--- src/rtl/size_class_pool_allocator_defines.svh ---
// Assertion macros shared by the allocator RTL.
// No dependencies; included by the modules that carry assertions.
`ifndef SIZE_CLASS_POOL_ALLOCATOR_DEFINES_SVH
`define SIZE_CLASS_POOL_ALLOCATOR_DEFINES_SVH
`ifndef SYNTH
`define SCPA_ASSERT(lbl, prop, msg) \
    lbl: assert property (@(posedge clk) disable iff (!rst_n) (prop)) else $error(msg);
`define SCPA_ASSERT_NEXT(lbl, pre, post, msg) \
    lbl: assert property (@(posedge clk) disable iff (!rst_n) (pre) |=> (post)) \
        else $error(msg);
`else
`define SCPA_ASSERT(lbl, prop, msg)
`define SCPA_ASSERT_NEXT(lbl, pre, post, msg)
`endif
`endif

--- src/rtl/scpa_pkg.sv ---
// Types, codes and helper functions of the size-class pool allocator.
// No dependencies; imported by every allocator module but scpa_ram.
package scpa_pkg;

    localparam int ADDR_W   = 20;
    localparam int SIZE_W   = 32;
    localparam int CAP_W    = 13;
    localparam int CLS_W    = 6;
    localparam int WIDX_W   = 17;
    localparam int TAKEN_W  = 3;
    localparam int BYTES_W  = CAP_W + 1;
    localparam int CAP_MAX  = 4096;
    localparam int HDR_BYTES = 8;

    localparam int SLAB_BYTES_DEF  = 262144;
    localparam int NUM_SLABS_DEF   = 4;
    localparam int CLASS_COUNT_DEF = 60;
    localparam logic [CAP_W-1:0] SMALL_LIMIT_RST = 13'd4096;

    typedef enum logic [1:0] {
        OP_ALLOC   = 2'd0,
        OP_RELEASE = 2'd1,
        OP_QUERY   = 2'd2,
        OP_RESIZE  = 2'd3
    } op_t;

    typedef enum logic [1:0] {
        ST_OK    = 2'd0,
        ST_NOMEM = 2'd1,
        ST_TOOBIG = 2'd2
    } status_t;

    // One classified request as it travels from the front to the back.
    typedef struct packed {
        op_t               op;
        logic [ADDR_W-1:0] addr;
        logic [CAP_W-1:0]  size13;
        logic              big;
        logic              too_large;
        logic              zero;
        logic [CLS_W-1:0]  cls;
    } req_t;

    function automatic logic [CAP_W-1:0] class_cap(input logic [CLS_W-1:0] cls);
        logic [CAP_W-1:0] c;
        begin
            c = CAP_W'(cls);
            if (cls <= CLS_W'(32))
                class_cap = c << 4;
            else
                class_cap = CAP_W'(512) + ((c - CAP_W'(32)) << 7);
        end
    endfunction

    function automatic logic [WIDX_W-1:0] word_index(input logic [ADDR_W-1:0] a);
        word_index = a[ADDR_W-1:3];
    endfunction

endpackage

--- src/rtl/scpa_fifo.sv ---
// Two-entry request queue between the front end and the back end.
// Depends on scpa_pkg for the request type.
module scpa_fifo import scpa_pkg::*; (
    input  logic clk,
    input  logic rst_n,
    input  logic push_valid,
    output logic push_ready,
    input  req_t push_data,
    output logic pop_valid,
    input  logic pop_ready,
    output req_t pop_data
);

    localparam int DEPTH = 2;
    localparam int PTR_W = $clog2(DEPTH);

    req_t             entry_reg [DEPTH];
    logic [PTR_W-1:0] wr_ptr_reg;
    logic [PTR_W-1:0] rd_ptr_reg;
    logic [PTR_W:0]   count_reg;
    logic             do_push;
    logic             do_pop;

    assign push_ready = count_reg != (PTR_W+1)'(DEPTH);
    assign pop_valid  = count_reg != '0;
    assign pop_data   = entry_reg[rd_ptr_reg];
    assign do_push    = push_valid && push_ready;
    assign do_pop     = pop_valid && pop_ready;

    always_ff @(posedge clk or negedge rst_n)
    begin
        if (!rst_n)
        begin
            wr_ptr_reg <= '0;
            rd_ptr_reg <= '0;
            count_reg  <= '0;
        end
        else
        begin
            if (do_push)
                wr_ptr_reg <= wr_ptr_reg + PTR_W'(1);
            if (do_pop)
                rd_ptr_reg <= rd_ptr_reg + PTR_W'(1);
            if (do_push && !do_pop)
                count_reg <= count_reg + (PTR_W+1)'(1);
            else if (do_pop && !do_push)
                count_reg <= count_reg - (PTR_W+1)'(1);
        end
    end

    always_ff @(posedge clk)
    begin
        if (do_push)
            entry_reg[wr_ptr_reg] <= push_data;
    end

endmodule

--- config.mk ---
export PLATFORM = sky130hd
export DESIGN_NAME = scpa_fifo
export DESIGN_NICKNAME = d
export VERILOG_FILES = /design/src/rtl/size_class_pool_allocator_defines.svh /design/src/rtl/scpa_pkg.sv /design/src/rtl/scpa_fifo.sv
export SDC_FILE = /design/constraint.sdc
export NUM_CORES = 1
export LEC_CHECK = 0
export ABC_AREA = 1
export BUFFER_PORTS_ARGS = -buffer_cell sky130_fd_sc_hd__buf_2
export CAP_MARGIN = 0
export CORE_AREA = 2 2 91 93
export DETAILED_ROUTE_END_ITERATION = 8
export DIE_AREA = 0 0 93 95
export PLACE_DENSITY = 0.72
export SYNTH_ARGS = -nofsm -noshare
export SYNTH_HDL_FRONTEND = slang
export SYNTH_SLANG_ARGS = --single-unit
--- constraint.sdc ---
create_clock -name clk -period 6.6 [get_ports clk]
set_clock_uncertainty 0.05 [all_clocks]
set_input_delay 0.33 -clock clk [delete_from_list [all_inputs] [get_ports clk]]
set_output_delay 0.33 -clock clk [all_outputs]
set_load 0.03 [all_outputs]
Word level (Yosys, flattened, before mapping) --
Memory sizes are Yosys's and may differ from the RTL's. Cells that the tools add are included.
Cells by class: multiplexer cells 4, reductions and logical operators 8, equal/unequal tests 1, add/subtract/negate cells 4
Operator list (number):
- $logic_and A1 B1 Y1 | 4
- $mux W2 | 2
- $reduce_bool A2 Y1 | 2
- $add A1 B1 Y1 const B | 2
- $add A2 B1 Y2 const B | 1
- $logic_not A1 Y1 | 2
- $mux W1 | 2
- $ne A2 B2 Y1 const B | 1
- $sub A2 B1 Y2 const B | 1
Storage, ports and cells: logic and storage cells 21, RAM bits 88, output and inout port bits 46, register bits 4, input bits 48, memories 1
Memories:
- entry_reg | words 2, width 44, rd ports 1, clocked after Yosys merged registers in 0, wr ports 1, line scpa_fifo.sv:17 | req_t entry_reg [DEPTH];

Depth between registers and ports, before layout --
depth after elaboration 6, mapped depth 10, gate-level depth less buffers 10

Worst setup path before layout --
No wires, ideal clock.
path type reg2reg, start reg count_reg[0], end mem entry_reg[0][0] (netlist name), enable pin, clock period less this slack 3.157 ns, library setup time 0.446 ns, data required time 6.104 ns, path buffers 0, stages on the path, launching flop included 5, data arrival time 2.661 ns, setup slack 3.443 ns, cells stage by stage dfrtp_1 inv_2 nand2_1 nand2_2 nor2_1
On the way: longest elaborated chain between the ends 4
RTL lines:
- start: declaration | line scpa_fifo.sv:20 | logic [PTR_W:0] count_reg;
- start signal: assignment | line scpa_fifo.sv:45 | count_reg <= count_reg + (PTR_W+1)'(1);
- start signal: assignment | line scpa_fifo.sv:47 | count_reg <= count_reg - (PTR_W+1)'(1);
- $ne A2 B2 Y1 | line scpa_fifo.sv:24 | assign push_ready = count_reg != (PTR_W+1)'(DEPTH);
- via push_ready | line scpa_fifo.sv:7 | output logic push_ready,
- $logic_and A1 B1 Y1 | line scpa_fifo.sv:27 | assign do_push = push_valid && push_ready;
- $mux W1 | line scpa_fifo.sv:53 | if (do_push)
- $mux W1 (not written as such) | line scpa_fifo.sv:54 | entry_reg[wr_ptr_reg] <= push_data;
- end: declaration | line scpa_fifo.sv:17
The timed path passes the listed nets, and every way through them passes these cells.

==> flow_summary.yaml <==
worst_setup_path:
  reg2reg_depth: 5
  crit_fanout: 46
  setup.worst_path.class: "register to primary output"
  endpoint_kind: "primary output"
  cpPeakStageDelay_ns: 0.94
  path_delay_family: "flip-flops"
  cp_common_cell: "nand2_1"
  critical_path_required_ns: 6.22
  start_kind: "register"
  worstPathCellList: "inv_8 > nand2_1 > nand2_1 > buf_2"
  slowest_stage: "dfrtp_2"
  cp.buffers_inverters: 2
  r2r_setup_slack_ns: 4.89
  r2r-end: "entry_reg[0][15]"
  arrival_ns: 1.94
  r2r-start: "count_reg[0]"
hold_path:
  min_to: "entry_reg[0][3]"
  hold_start: "push_data[3]"
  hold_path_depth: 1
  hold_class: "input port to register"
logic_synthesis:
  synth_nets: 307
  synth-seq-area-share: 0.787
  synth_cell_type_count: 16
  synthTopCellsByArea: "edfxtp_1 76%, nand2_1 14%, dfrtp_1 2.9%"
  netlist_area_mm2: 0.00348
  postSynthCellCount: 258
  async_flop_share: 0.0435
  synth_area_leader_cell: "edfxtp_1"
  synth_ff_type: "edfxtp_1"
  synth_top_area_share: 0.758
  ys_seq_elements: 92
  ys_warn_count: 0
  syn_area_per_cell_um2: 13.5
  synth_edf_count: 88
final_layout:
  drive_gt1_frac: 0.349
  diodes: 0
  final_common_cell: "nand2_1"
  largest_reg_flops: 88
  most-common-layout-cells: "131 x nand2_1, 93 x buf_2, 88 x edfxtp_1"
  final_cells: 466
  nets: 405
  syn2layout_area_growth_pct: 20.5
sta:
  fin_tns_setup_ns: 0
  hold_viol_final: 0
  finalCritPeriodShare: 0.352
  rsz0062_at_grt: "false"
  clock.fmax_mhz: 430
  relSlewSlack: 0.425
  worst_pin_slew_ns: 0.862
  fin_crit_ns: 2.32
  drv_slew: 0
  setup_viol: 0
placement:
  dp_hpwl_um: 3600
  gp_congestion: 0.691
  dpl.cell_count: 449
  io_buffers: 93
clocking:
  htreeDepth: 3
  cts_made_buffers: 9
  clock_path_buffers: 2
  path_clk_slew_ns: 0.09
  cts_resized: 0
  cts_setup_buffers: 0
  insertion_delay_ns: 0.34
  cts_sinks: 92
  cts_tree: "built"
  cts-root-buf: "clkbuf_8"
detailed_routing:
  dr_total_vias: 2105
  drc: 0
  drt_wl_total_um: 5750
  vias_per_cell: 4.52
  ant_nets: 0
  drtPass1Iterations: 4
  wl_per_cell_um: 12.3
  first_iter_violations: 93
floorplan:
  dieArea_mm2: 0.00884
  chipWidth_um: 93
  die_h_um: 95
  start_util: 0.440
  rows: 33
  ioPinCount: 94
  core-area_mm2: 0.00793
flow_run:
  cap_violations: 0
global_route:
  grt_pass1_vias: 2053
  overflow: 0
  grt_max_degree: 47
  antenna_found_initial: 0
  grt.total_usage: 0.140
  grt_pass1_wl_um: 9180
power:
  p_per_area_mw_per_mm2: 473
  irDropWorstVdd_mv: 0.198
  total_leakage_power_nw: 1.81
run_status:
  status: "finished clean"
cell type report:
type	count	area, um^2
clock buffer	10	128
tap	105	131
fill	707	3730
multi-input combinational	150	629
timing repair buffer	96	490
clock inverter	6	41.3
sequential	92	2740
inverter	7	33.8
through the flow:
step           setup slack, ns   util  area [um^2]  power (mW)  hold WS [ns]
6_report                  4.28  0.530         4200        1.99         0.114
5_1_grt                   4.01  0.530         4200        2.12        0.0887
4_1_cts                   4.18  0.530         4200        2.02        0.0970
3_5_place_dp              4.56  0.507         4020        1.70        0.0916
3_3_place_gp              4.61  0.507         4020        1.68        0.0878
2_1_floorplan             3.44      -         3480        1.49       -0.0156
repair_timing:
action                                 CTS  global route
endpoints found under the hold margin    4             0
hold buffers                             1             0
setup endpoints to repair                0             0
cell families (layout without fill, tap and decap cells):
kind of cell / after synthesis / after routing / synth area share
and+or+nand+nor: 147 / 147 / 0.168
DFF: 92 / 92 / 0.787
buffers and inverters: 16 / 119 / 0.0366
xor gates and xnor gates: 2 / 2 / 0.00503
adders and majority gates: 1 / 1 / 0.00359
routing by layer:
| metal | GRT usage | share of wire | vias to the layer above | wire, um |
|---|---|---|---|---|
| met2 | 0.231 | 0.50 | 73 | 2860 |
| li1 | - | - | 1057 | - |
| met1 | 0.163 | 0.41 | 962 | 2360 |
| met5 | 0 | 0 | - | 0 |
| met4 | 0.0772 | 0.024 | 0 | 140 |
| met3 | 0.0447 | 0.068 | 13 | 392 |
worst max-delay path by stage:
stage          slack [ns]          from               to  depth (start not counted)
5_1_grt              4.01    rd_ptr_reg      pop_data[4]                          4
2_1_floorplan        3.44  count_reg[0]  entry_reg[0][0]                          4
3_3_place_gp         4.61    rd_ptr_reg     pop_data[21]                          4
6_report             4.28    rd_ptr_reg     pop_data[28]                          4
3_5_place_dp         4.56    rd_ptr_reg     pop_data[21]                          4
4_1_cts              4.18    rd_ptr_reg     pop_data[21]                          4
where the power goes:
group,switching (mW),total [mW],internal (mW)
clock network,0.184,0.320,0.136
logic,0.585,0.788,0.203
registers,0.0781,0.877,0.799
total,0.847,1.99,1.14
synthesized netlist by cell type, types with 2 or more instances:
library cell  count
buf_4             3
buf_6             5
dfrtp_1           4
edfxtp_1         88
inv_1             5
nand2_1         131
nand2_2          11
nand3_1           2
nor2_1            2
(Power assumes the default switching activity.)
