**src/rtl/size_class_pool_allocator_defines.svh**
```systemverilog
// Assertion macros shared by the allocator RTL.
// No dependencies; included by the modules that carry assertions.
`ifndef SIZE_CLASS_POOL_ALLOCATOR_DEFINES_SVH
`define SIZE_CLASS_POOL_ALLOCATOR_DEFINES_SVH
`ifndef SYNTH
`define SCPA_ASSERT(lbl, prop, msg) \
    lbl: assert property (@(posedge clk) disable iff (!rst_n) (prop)) else $error(msg);
`define SCPA_ASSERT_NEXT(lbl, pre, post, msg) \
    lbl: assert property (@(posedge clk) disable iff (!rst_n) (pre) |=> (post)) \
        else $error(msg);
`else
`define SCPA_ASSERT(lbl, prop, msg)
`define SCPA_ASSERT_NEXT(lbl, pre, post, msg)
`endif
`endif

```
**src/rtl/scpa_pkg.sv**
```systemverilog
// Types, codes and helper functions of the size-class pool allocator.
// No dependencies; imported by every allocator module but scpa_ram.
package scpa_pkg;

    localparam int ADDR_W   = 20;
    localparam int SIZE_W   = 32;
    localparam int CAP_W    = 13;
    localparam int CLS_W    = 6;
    localparam int WIDX_W   = 17;
    localparam int TAKEN_W  = 3;
    localparam int BYTES_W  = CAP_W + 1;
    localparam int CAP_MAX  = 4096;
    localparam int HDR_BYTES = 8;

    localparam int SLAB_BYTES_DEF  = 262144;
    localparam int NUM_SLABS_DEF   = 4;
    localparam int CLASS_COUNT_DEF = 60;
    localparam logic [CAP_W-1:0] SMALL_LIMIT_RST = 13'd4096;

    typedef enum logic [1:0] {
        OP_ALLOC   = 2'd0,
        OP_RELEASE = 2'd1,
        OP_QUERY   = 2'd2,
        OP_RESIZE  = 2'd3
    } op_t;

    typedef enum logic [1:0] {
        ST_OK    = 2'd0,
        ST_NOMEM = 2'd1,
        ST_TOOBIG = 2'd2
    } status_t;

    // One classified request as it travels from the front to the back.
    typedef struct packed {
        op_t               op;
        logic [ADDR_W-1:0] addr;
        logic [CAP_W-1:0]  size13;
        logic              big;
        logic              too_large;
        logic              zero;
        logic [CLS_W-1:0]  cls;
    } req_t;

    function automatic logic [CAP_W-1:0] class_cap(input logic [CLS_W-1:0] cls);
        logic [CAP_W-1:0] c;
        begin
            c = CAP_W'(cls);
            if (cls <= CLS_W'(32))
                class_cap = c << 4;
            else
                class_cap = CAP_W'(512) + ((c - CAP_W'(32)) << 7);
        end
    endfunction

    function automatic logic [WIDX_W-1:0] word_index(input logic [ADDR_W-1:0] a);
        word_index = a[ADDR_W-1:3];
    endfunction

endpackage

```
**src/rtl/scpa_front.sv**
```systemverilog
// Front end: takes requests, registers them and works out class and limit flags.
// Depends on scpa_pkg.
module scpa_front import scpa_pkg::*; #(
    parameter int CLASS_COUNT = CLASS_COUNT_DEF
) (
    input  logic               clk,
    input  logic               rst_n,
    input  logic               in_valid,
    output logic               in_ready,
    input  logic [1:0]         op,
    input  logic [SIZE_W-1:0]  size,
    input  logic [ADDR_W-1:0]  address,
    input  logic [CAP_W-1:0]   small_limit,
    output logic               q_valid,
    input  logic               q_ready,
    output req_t               q_data
);

    localparam logic [CAP_W-1:0] CAP_TOP = class_cap(CLS_W'(CLASS_COUNT));

    logic              stg_valid_reg;
    logic [1:0]        stg_op_reg;
    logic [SIZE_W-1:0] stg_size_reg;
    logic [ADDR_W-1:0] stg_addr_reg;

    logic [CAP_W-1:0]  limit;
    logic [CAP_W-1:0]  s13;
    logic [CAP_W-1:0]  small_c;
    logic [CAP_W-1:0]  large_c;
    logic [CLS_W-1:0]  cls;

    assign in_ready = !stg_valid_reg || q_ready;
    assign q_valid  = stg_valid_reg;

    always_ff @(posedge clk or negedge rst_n)
    begin
        if (!rst_n)
            stg_valid_reg <= 1'b0;
        else if (in_valid && in_ready)
            stg_valid_reg <= 1'b1;
        else if (q_ready)
            stg_valid_reg <= 1'b0;
    end

    always_ff @(posedge clk)
    begin
        if (in_valid && in_ready)
        begin
            stg_op_reg   <= op;
            stg_size_reg <= size;
            stg_addr_reg <= address;
        end
    end

    // Sizes above the largest class are never classified usefully: they are
    // always over the limit, so their class is a don't-care.
    always_comb
    begin
        limit   = (small_limit < CAP_TOP) ? small_limit : CAP_TOP;
        s13     = stg_size_reg[CAP_W-1:0];
        small_c = (s13 + CAP_W'(15)) >> 4;
        large_c = (s13 - CAP_W'(385)) >> 7;
        if (s13 <= CAP_W'(512))
            cls = (small_c == '0) ? CLS_W'(1) : small_c[CLS_W-1:0];
        else
            cls = CLS_W'(32) + large_c[CLS_W-1:0];
        q_data.op        = op_t'(stg_op_reg);
        q_data.addr      = stg_addr_reg;
        q_data.size13    = s13;
        q_data.big       = stg_size_reg > SIZE_W'(CAP_MAX);
        q_data.too_large = stg_size_reg > SIZE_W'(limit);
        q_data.zero      = stg_size_reg == '0;
        q_data.cls       = cls;
    end

endmodule

```
**config.mk**
```make
export PLATFORM = sky130hd
export DESIGN_NAME = scpa_front
export DESIGN_NICKNAME = d
export VERILOG_FILES = /design/src/rtl/size_class_pool_allocator_defines.svh /design/src/rtl/scpa_pkg.sv /design/src/rtl/scpa_front.sv
export SDC_FILE = /design/constraint.sdc
export NUM_CORES = 1
export LEC_CHECK = 0
export ABC_AREA = 1
export CAP_MARGIN = 10
export CORE_MARGIN = 2
export CORE_UTILIZATION = 31
export CTS_CLUSTER_DIAMETER = 150
export DETAILED_ROUTE_END_ITERATION = 10
export DONT_BUFFER_PORTS = 1
export PLACE_DENSITY = 0.41
export SETUP_SLACK_MARGIN = 0.05
export SYNTH_ARGS = -nofsm -noshare
export SYNTH_HDL_FRONTEND = slang
export SYNTH_SLANG_ARGS = --single-unit
```
**constraint.sdc**
```tcl
create_clock -name clk -period 4.8 [get_ports clk]
set_input_delay 0.24 -clock clk [delete_from_list [all_inputs] [get_ports clk]]
set_output_delay 0.24 -clock clk [all_outputs]
set_load 0.005 [all_outputs]
```
# ---- Word-level counts from Yosys, hierarchy flattened
# Index checks and enable logic that the tools add are counted.
dict set report totals {
  reg_bits 55
  out_inout_bits 46
  word_cells 22
}
dict set report op_classes {
  n_addsub 3
  n_lt_le_gt_ge 4
  muxes 5
  n_reduce_logical 6
}
# op count
set op_table {}
lappend op_table {{> comparator 32 x 13 -> 1 bit} 1}
lappend op_table {{> comparator 32 x 13 -> 1 bit (second input constant)} 1}
lappend op_table {{zero test 32 bit} 1}
lappend op_table {{adder 13 x 4 -> 13 bit (second input constant)} 1}
lappend op_table {{less-or-equal comparator 13 x 10 -> 1 bit (second input constant)} 1}
lappend op_table {{zero test 13 bit} 1}
lappend op_table {{less-than comparator 13 bit (second input constant)} 1}
lappend op_table {{two-way mux 13 bit} 1}
lappend op_table {{subtractor 13 x 9 -> 13 bit (second input constant)} 1}
lappend op_table {{two-way mux 6 bit} 2}
lappend op_table {{adder 6 bit (first input constant)} 1}
lappend op_table {{two-way mux 1 bit} 2}
lappend op_table {{nonzero test 2 bit} 1}
lappend op_table {{logical AND 1 bit} 1}
lappend op_table {{zero test 1 bit} 1}
lappend op_table {{logical OR 1 bit} 1}

# ---- Depth between registers and ports, before layout
# Gate-level depths: netlist of run 1.
dict set report depth {
  word_depth 4
  mapped_depth 12
}

# ---- Worst setup path after synthesis of run 1
# OpenSTA, ideal clock, no wires.
dict set report synth_timing {
  kind {flip-flop to flip-flop}
  startpoint {reg stg_valid_reg (netlist: q_valid)}
  endpoint {reg stg_addr_reg[0] (enable)}
  setup_ns 0.483
  t_arrival_ns 3.061
  required_time_ns 4.317
  path_slack_ns 1.256
  stages_incl_launch_ff 2
  n_path_buf 0
  synth_period_minus_slack_ns 3.544
  cell_sequence {dfrtp_1 a21oi_1}
}
dict set report synth_between {
  elab_chain_cells 3
}
# element line_no
set synth_lines {}
lappend synth_lines {{start: declaration} scpa_front.sv:21} ;# logic stg_valid_reg;
lappend synth_lines {{start signal: assignment} scpa_front.sv:38} ;# stg_valid_reg <= 1'b0;
lappend synth_lines {{start signal: assignment} scpa_front.sv:40} ;# stg_valid_reg <= 1'b1;
lappend synth_lines {{start signal: assignment} scpa_front.sv:42} ;# stg_valid_reg <= 1'b0;
lappend synth_lines {{zero test 1 bit} scpa_front.sv:32} ;# assign in_ready = !stg_valid_reg || q_ready;
lappend synth_lines {{logical OR 1 bit} scpa_front.sv:32}
lappend synth_lines {{logical AND 1 bit} scpa_front.sv:47} ;# if (in_valid && in_ready)
lappend synth_lines {{end signal: assignment} scpa_front.sv:51} ;# stg_addr_reg <= address;
lappend synth_lines {{end: declaration} scpa_front.sv:24} ;# logic [ADDR_W-1:0] stg_addr_reg;
# No other way between the ends.
# A chain may end at the register's enable or synchronous reset.

==> results of run 1 <==
logic make-up after synthesis:
family                   count (synthesis)  synth area share (%)
AND/OR/NAND/NOR                        136                 22.60
flip-flops                              55                 60.56
buffers and inverters                   38                 7.133
AO/OA/AOI/OAI                           17                 3.728
adder cells (fa/ha/maj)                 13                 5.983
cells in the mapped netlist (2+ instances only):
cell      number
nor2_1        31
a21oi_1        8
nor3_1         3
o21ai_0        4
ha_1          13
edfxtp_1      54
nor4_1         3
nor2_2         3
nand4_1        9
buf_4         13
o21ai_2        3
inv_1         21
nand3_1       12
nand3_2        2
inv_2          2
nand2_1       66
nand2_2        2
per-stage QoR:
step	hold slack (ns)	instance area, sq um
after floorplan	-0.05559	2719
after detailed placement	-0.05556	2771
after global placement	-0.05556	2771
after global routing	0.009098	2914
after CTS	0.01620	2914
final	0.03268	2914
report_power, final:
group / internal, mW / total, mW / switching, mW
clock: 0.208 / 0.348 / 0.139
combinational: 0.0258 / 0.0777 / 0.0519
sequential: 0.560 / 0.582 / 0.0219
cells in the final DEF (no fill, tap or decap), drive strengths merged, types with 2 or more instances in the layout:
| cell | n |
|---|---|
| nor3 | 3 |
| inv | 24 |
| nand2 | 69 |
| nor4 | 4 |
| o21ai | 7 |
| nand3 | 14 |
| edfxtp | 54 |
| nand4 | 9 |
| nor2 | 35 |
| bufinv | 2 |
| clkbuf | 6 |
| ha | 13 |
| a21oi | 8 |
worst reg2reg max path, stage by stage, from the launching register on:
cell     delay, ns
dfrtp_1       0.44
a21oi_4       0.70
buf_4         0.47
layer usage:
metal | vias to the layer above | part of all wire [%]
met1 | 778 | 42
li1 | 862 | -
met5 | - | 0
met4 | 0 | 1.2
met2 | 81 | 48
met3 | 6 | 8.7
cell type report:
type | instances | area share, %
timing repair buffer | 2 | 0.6011
clock inverter | 2 | 2.061
clock buffer | 6 | 2.490
inverter | 24 | 3.177
tap | 108 | 4.637
multi-input combinational | 166 | 30.53
sequential | 55 | 56.51
worst max-delay path by stage:
| stage | to | slack (ns) | cells past startpoint |
|---|---|---|---|
| floorplan | stg_addr_reg[0]$_DFFE_PP_ | 1.26 | 1 |
| global route | q_data[7] | 2.50 | 8 |
| detailed placement | stg_size_reg[19]$_DFFE_PP_ | 2.80 | 2 |
| finish | q_data[7] | 2.65 | 8 |
| global placement | stg_size_reg[23]$_DFFE_PP_ | 2.79 | 2 |
| CTS | q_data[7] | 2.61 | 8 |
==> flow_summary.json, run 1 <==
{
  "outcome": "finished clean",
  "start_util_pct": 31.64,
  "die_h_um": 97.65,
  "dp_cells": 354,
  "ys_ff_latch": 55,
  "syn-cell-area_sq_mm": 0.002719,
  "rsz0062_at_grt": "no",
  "synth_nets": 343,
  "use_met2_pct": 20.64,
  "clock_skew_ns": 0.004497,
  "n_fill_cell": 877,
  "vdd_drop_max_mv": 0.2694,
  "synthCells": 259,
  "crit_family": "flip-flops",
  "vias": 1727,
  "htree_levels": 2,
  "cp_slowest_cell": "edfxtp_1",
  "min_period_over_period_pct": 44.83,
  "clock_path_buffers": 2,
  "root_buffer": "clkbuf_8",
  "antenna_cells": 0,
  "slew_headroom_pct": 43.43,
  "worst_slew_pin_slew_ns": 0.8467,
  "grt_use_total_pct": 12.52,
  "min_path_cells": 0,
  "multi_input_comb_area_sq_um": 889.6,
  "fin_nets": 338,
  "async_reset_ff_share_pct": 1.818,
  "crit_chain": "ha_1, a21o_1, nand3_1, a21oi_1, nor2_1, nand2_1, nand2_1, nand2_1",
  "ant_nets": 0,
  "yosysTopAreaCell": "edfxtp_1",
  "crit_buf_inv": 0,
  "cts_buffers": 5,
  "largest_reg_flops": 32,
  "cts.clk_slew.worst_paths_ns": 0.09,
  "clk-insertion-delay-late_ns": 0.29,
  "reg2reg_depth": 2,
  "fmax_ghz": 0.4648,
  "drc": 0,
  "met1_usage_pct": 14.95,
  "dieWidth_um": 97.65,
  "worst-path-max-fanout": 9,
  "wirelength_um": 5816,
  "drtPass1Iterations": 4,
  "die_area_sq_mm": 0.009536,
  "wl_per_cell_um": 16.02,
  "pre_cts_ws_ns": 2.795,
  "start_kind": "flop",
  "grt_pass1_wl_um": 9473,
  "stdcell_count": 363,
  "drv_slew": 0,
  "setup_viol": 0,
  "holdBufCountCts": 1,
  "first_global_vias": 1807,
  "cts_resized": 0,
  "regToRegStartpoint": "q_valid$_DFFE_PN0P_",
  "finalPower_mw": 1.007,
  "postCtsSetupBuffers": 0,
  "synth_cell_types": 27,
  "critPathKind": "reg -> out",
  "grt_max_degree": 29,
  "grt_overflow": 0,
  "powerDensity_mw_per_mm2": 345.7,
  "yosys-top-cells-area": "edfxtp_1, nand2_1, ha_1",
  "port_buffers": 0,
  "critPathMostFrequentCell": "nand2_1",
  "ioPinCount": 117,
  "core_area_sq_mm": 0.008593,
  "yosysTopAreaCellShare_pct": 59.64,
  "grt_busiest_layer": "met2",
  "cp.arrival_ns": 1.91,
  "min_delay_worst_endpoint": "stg_size_reg[8]$_DFFE_PP_",
  "yosys_warnings": 0,
  "syn_area_per_cell_sq_um": 10.50,
  "rows": 34,
  "crit_start": "stg_size_reg[9]$_DFFE_PP_",
  "hold_viol": 0,
  "synth-edff-count": 54,
  "leakage_nw": 1.136,
  "rr_endpoint": "stg_size_reg[30]$_DFFE_PP_",
  "synthFlopType": "edfxtp_1",
  "hold_class": "in -> reg",
  "end_kind": "output port",
  "cp_slowest_stage_delay_ns": 0.59,
  "cts_tree": "built",
  "place.gp.congestion": 0.8123,
  "syn_to_final_growth_pct": 7.179,
  "vias_per_cell": 4.758,
  "ff_latch_area_sq_mm": 0.001647,
  "critPathRequiredTime_ns": 4.56,
  "use_met3_pct": 5.180,
  "timing.max_cap.violations": 0,
  "hpwl_um": 4631,
  "rrSetupSlack_ns": 2.84,
  "ys_seq_area_share_pct": 60.56,
  "fin_crit_ns": 2.152,
  "grt_antenna_before_repair": 0,
  "setup_slack_ns": 2.648,
  "final_core_util_pct": 33.91,
  "clock-sinks": 55,
  "first_iter_violations": 76,
  "min-delay-start": "size[8]",
  "setup_tns_ns": 0,
  "drive_above_1_share_pct": 10.20
}
(Power assumes the default switching activity.)
==> run 2: changes to the inputs <==
- PLACE_DENSITY: 0.41 -> 0.42
- clock period: 4.8 -> 1.9 ns (I/O delays scaled with it)
==> run 2 against run 1 <==
  * Worst hold slack worse by 0.011 ns
  * Design area is 25% higher
  * Register-to-register slack worse by 2.3 ns
  * Largest power group unchanged
  * Core utilization rose by 8.4 points
  * Cell count increased by 17%
  * Non-clock buffer count increased by 62
  * Flip-flop and latch count unchanged
  * Sequential share of layout area is 11 points lower
  * Clock-buffer cell count unchanged
==> flow_summary.json, run 2 (synthesis gave the netlist of run 1 again) <==
{
  "drc": 0,
  "setup_tns_ns": 0,
  "end_kind": "output port",
  "clock-sinks": 55,
  "leakage_nw": 1.412,
  "setup_slack_ns": 0.001822,
  "crit_buf_inv": 1,
  "pre_cts_ws_ns": 0.2632,
  "cp_slowest_stage_delay_ns": 0.55,
  "vdd_drop_max_mv": 0.5872,
  "syn_to_final_growth_pct": 33.69,
  "n_fill_cell": 863,
  "critPathRequiredTime_ns": 1.80,
  "min_period_over_period_pct": 99.90,
  "ioPinCount": 117,
  "htree_levels": 2,
  "worst_slew_pin_slew_ns": 0.4148,
  "powerDensity_mw_per_mm2": 671.4,
  "drv_slew": 0,
  "start_kind": "flop",
  "wirelength_um": 6262,
  "hold_viol": 0,
  "grt_antenna_before_repair": 0,
  "clock_skew_ns": 0.005631,
  "first_global_vias": 2106,
  "port_buffers": 0,
  "antenna_cells": 0,
  "cts_tree": "built",
  "hold_class": "in -> reg",
  "p_comb_share_pct": 13.3,
  "swShare_pct": 24.68,
  "final_common_cell": "dlygate4sd3_1",
  "worst-path-max-fanout": 7,
  "first_iter_violations": 41,
  "drtPass1Iterations": 4,
  "vias_per_cell": 4.638,
  "grt_overflow": 0,
  "wl_per_cell_um": 14.73,
  "internal_power_mw": 1.838,
  "power.share.clock_pct": 26.5,
  "clk-insertion-delay-late_ns": 0.30,
  "fin_crit_ns": 1.898,
  "ff_latch_area_sq_mm": 0.001647,
  "core_area_sq_mm": 0.008593,
  "rows": 34,
  "critPathKind": "reg -> out",
  "rsz0062_at_grt": "yes",
  "timing.max_cap.violations": 0,
  "drive_above_1_share_pct": 18.61,
  "multi_input_comb_area_sq_mm": 0.001036,
  "crit_family": "simple AND/OR/NAND/NOR gates",
  "cp.arrival_ns": 1.80,
  "grt_use_total_pct": 13.50,
  "die_h_um": 97.65,
  "final_cell_mix": "dlygate4sd3_1, nand2_1, edfxtp_1, nor2_1, inv_1",
  "cp_slowest_cell": "edfxtp_1",
  "cts_buffers": 5,
  "hpwl_um": 4686,
  "fmax_ghz": 0.5268,
  "critPathMostFrequentCell": "nand2_1",
  "dieWidth_um": 97.65,
  "finalPower_mw": 2.440,
  "grt_max_degree": 33,
  "clock_path_buffers": 2,
  "ant_nets": 0,
  "root_buffer": "clkbuf_8",
  "p_seq_share_pct": 60.2,
  "slew_headroom_pct": 72.34,
  "cts.clk_slew.worst_paths_ns": 0.10,
  "setup_viol": 0,
  "outcome": "finished clean",
  "fin_nets": 400,
  "crit_chain": "nor2_1, nand2_1, inv_1, nand2_2, nand2_1, nor2_4, o21ai_0, nand2_1, nand2_2, nand2_1",
  "largest_reg_flops": 32,
  "grt_pass1_wl_um": 10350,
  "die_area_sq_mm": 0.009536,
  "place.gp.congestion": 0.8610,
  "p_sw_uw": 602.2,
  "start_util_pct": 31.64,
  "vias": 1971
}
## run 2: cell types whose count changed in the layout (fill, tap and decap cells not counted), sizes merged
| cell | previous run | this run |
|---|---|---|
| dlygate4sd3 | 1 | 57 |
| bufinv | 2 | 0 |
| buf | 1 | 7 |
| clkinvlp | 0 | 1 |
| inv | 24 | 25 |
## run 2: stage by stage
stage / hold slack [ns] / instance area [sq um] / std cells / util (%)
2_1_floorplan: -0.2006 / 2730 / 259 / -
3_3_place_gp: -0.2006 / 2794 / 357 / 32.51
6_report: 0.02217 / 3635 / 425 / 42.30
3_5_place_dp: -0.2006 / 2794 / 357 / 32.51
5_1_grt: 0.04615 / 3635 / 425 / 42.30
4_1_cts: 0.01514 / 3531 / 423 / 41.09
## run 2: power groups by stage
| stage | Combinational [mW] | Clock (mW) | Sequential (mW) |
|---|---|---|---|
| 2_1_floorplan | 0.178 | 0 | 1.48 |
| 3_3_place_gp | 0.207 | 0 | 1.50 |
| 3_5_place_dp | 0.207 | 0 | 1.49 |
| 4_1_cts | 0.311 | 0.681 | 1.47 |
| 5_1_grt | 0.370 | 0.717 | 1.48 |
| 6_report | 0.325 | 0.647 | 1.47 |
## run 2: routing by layer
| metal | up-vias | GRT usage [%] | part of all wire, % |
|---|---|---|---|
| met5 | - | 0 | 0 |
| met4 | 0 | 3.526 | 1.6 |
| met3 | 9 | 3.813 | 6.9 |
| met2 | 83 | 23.82 | 50 |
| met1 | 894 | 16.17 | 42 |
| li1 | 985 | - | - |
## run 2: cell type report
class / instances / area share, %
flip-flops and latches: 55 / 45.30
clock buffers: 6 / 1.997
repair buffers: 64 / 17.35
clock inverters: 2 / 0.4475
inverters: 24 / 2.685
well taps: 108 / 3.718
multi-input cells: 166 / 28.50
## run 2: final timing paths
path / start / end / slack, ns / depth (start not counted)
setup / recovery: stg_size_reg[6]$_DFFE_PP_ / q_data[3] / 0.002 / 10
hold / removal: q_ready / q_valid$_DFFE_PN0P_ / 0.02 / 3
min in group asynchronous: rst_n / q_valid$_DFFE_PN0P_ / 0.52 / 2
max in group asynchronous: rst_n / q_valid$_DFFE_PN0P_ / 1.27 / 2
setup reg to reg: q_valid$_DFFE_PN0P_ / stg_addr_reg[15]$_DFFE_PP_ / 0.56 / 2
hold reg to reg: q_valid$_DFFE_PN0P_ / q_valid$_DFFE_PN0P_ / 0.65 / 2
## run 2: worst min-delay path, delay by kind of cell
kind	cells	cell delay (ns)
buffers and inverters	1	0.05
AND/OR/NAND/NOR	2	0.15
## run 2: repair_timing
action / 4_1_cts / 5_1_grt
hold buffers: 57 / 0
pin swaps: 8 / 10
resized for setup: 22 / 18
gates cloned: 0 / 0
buffers inserted: 1 / 3
hold endpoints to repair: 56 / 0
setup endpoints to repair: 8 / 9
==> run 3: changes to the inputs <==
- CAP_MARGIN: 10 -> 25
- MAX_ROUTING_LAYER: unset -> met4
==> run 3 against run 2 <==
  * The run now ends with setup timing left
  * Via count grew 0.25%
  * Wire length is essentially flat
  * Critical path type unchanged
  * Sequential power is essentially flat
==> flow_summary.json, run 3 (synthesis gave the netlist of run 1 again) <==
{
  "port_buffers": 0,
  "syn_to_final_growth_pct": 33.69,
  "cts_buffers": 5,
  "min_period_over_period_pct": 100.1,
  "ant_nets": 0,
  "dieWidth_um": 97.65,
  "reg2reg_depth": 2,
  "clock_skew_ns": 0.005827,
  "htree_levels": 2,
  "clk-insertion-delay-late_ns": 0.30,
  "drv_slew": 0,
  "vdd_drop_max_mv": 0.5897,
  "start_util_pct": 31.64,
  "critPathKind": "reg -> out",
  "powerDensity_mw_per_mm2": 671.6,
  "first_global_vias": 2098,
  "slew_headroom_pct": 72.34,
  "first_iter_violations": 41,
  "fin_crit_ns": 1.902,
  "drtPass1Iterations": 4,
  "cts_tree": "built",
  "cts.clk_slew.worst_paths_ns": 0.10,
  "place_area_sq_mm": 0.002794,
  "fin_nets": 400,
  "place.gp.congestion": 0.8749,
  "grt_antenna_before_repair": 0,
  "setup_viol": 1,
  "die_area_sq_mm": 0.009536,
  "wirelength_um": 6265,
  "regToRegStartpoint": "q_valid$_DFFE_PN0P_",
  "vias_per_cell": 4.649,
  "antenna_cells": 0,
  "outcome": "finished, violations left",
  "drc": 0,
  "end_kind": "output port",
  "core_area_sq_mm": 0.008593,
  "grt_max_degree": 33,
  "rsz0062_at_grt": "yes",
  "ioPinCount": 117,
  "cp.arrival_ns": 1.81,
  "grt_overflow": 0,
  "min-delay-start": "q_ready",
  "start_kind": "flop",
  "vias": 1976,
  "clock-sinks": 55,
  "hpwl_um": 4686,
  "timing.max_cap.violations": 0,
  "root_buffer": "clkbuf_8",
  "rows": 34,
  "finalPower_mw": 2.441,
  "hold_class": "in -> reg",
  "clock_path_buffers": 2,
  "die_h_um": 97.65,
  "final_cell_mix": "dlygate4sd3_1, nand2_1, edfxtp_1, nor2_1, inv_1",
  "violations": "setup timing",
  "min_path_cells": 3,
  "final_area_sq_mm": 0.003635,
  "setup_slack_ns": -0.001933,
  "leakage_nw": 1.412,
  "worst_hold_slack_ns": 0.02198,
  "largest_reg_flops": 32,
  "grt_use_total_pct": 13.87,
  "wl_per_cell_um": 14.74,
  "hold_viol": 0,
  "crit_start": "stg_size_reg[6]$_DFFE_PP_",
  "worst-path-max-fanout": 7,
  "critPathRequiredTime_ns": 1.80,
  "drive_above_1_share_pct": 18.61,
  "worst_slew_pin_slew_ns": 0.4148,
  "fmax_ghz": 0.5258,
  "grt_pass1_wl_um": 10350,
  "final_common_cell": "dlygate4sd3_1"
}
## run 3: layout make-up
cell class              instances  area [sq um]
repair buffers                 64         630.6
multi-input cells             166          1036
clock buffers                   6         72.57
well taps                     108         135.1
flip-flops and latches         55          1647
fillers                       863          4959
inverters                      24         97.59
clock inverters                 2         16.27
## run 3: layer usage
layer	GRT usage (%)	vias up	part of all wire (%)
li1	-	985	-
met5	-	-	0
met4	3.526	0	1.7
met2	23.71	81	50
met3	2.950	9	5.9
met1	16.77	901	43
## run 3: what timing repair did
action	CTS	global route
endpoints found under the setup margin	8	9
buffers inserted	1	3
resized for setup	22	18
hold buffers	57	0
endpoints found under the hold margin	56	0
cloned	0	0
pin swaps	8	10
## run 3: stage by stage
stage	setup slack (ns)	utilization [%]	setup TNS (ns)	cells
floorplan	0.1245	-	0	259
global placement	0.2515	32.51	0	357
detailed placement	0.2632	32.51	0	357
CTS	-0.01303	41.09	-0.01303	423
global route	-0.1353	42.30	-0.9130	425
finish	-0.001933	42.30	-0.001933	425
## run 3: power breakdown
part           leakage, nW  switching (mW)  internal (mW)
clock network       0.0418           0.382          0.266
logic                0.845           0.166          0.159
registers            0.525          0.0546           1.41
total                 1.41           0.603           1.84
## run 3: critical path, stage by stage (launching register included)
cell and delay, ns:
edfxtp_1 0.55, nor2_1 0.15, nand2_1 0.07, inv_1 0.06, nand2_2 0.08, nand2_1 0.15, nor2_4 0.06, o21ai_0 0.16
nand2_1 0.10, nand2_2 0.06, nand2_1 0.06
## run 3: path summary, 6_finish.rpt
kind	endpoint	slack, ns
max in group asynchronous	q_valid$_DFFE_PN0P_	1.27
min	q_valid$_DFFE_PN0P_	0.02
max reg2reg	stg_addr_reg[15]$_DFFE_PP_	0.56
max	q_data[3]	-0.002
min reg2reg	q_valid$_DFFE_PN0P_	0.65
min in group asynchronous	q_valid$_DFFE_PN0P_	0.52
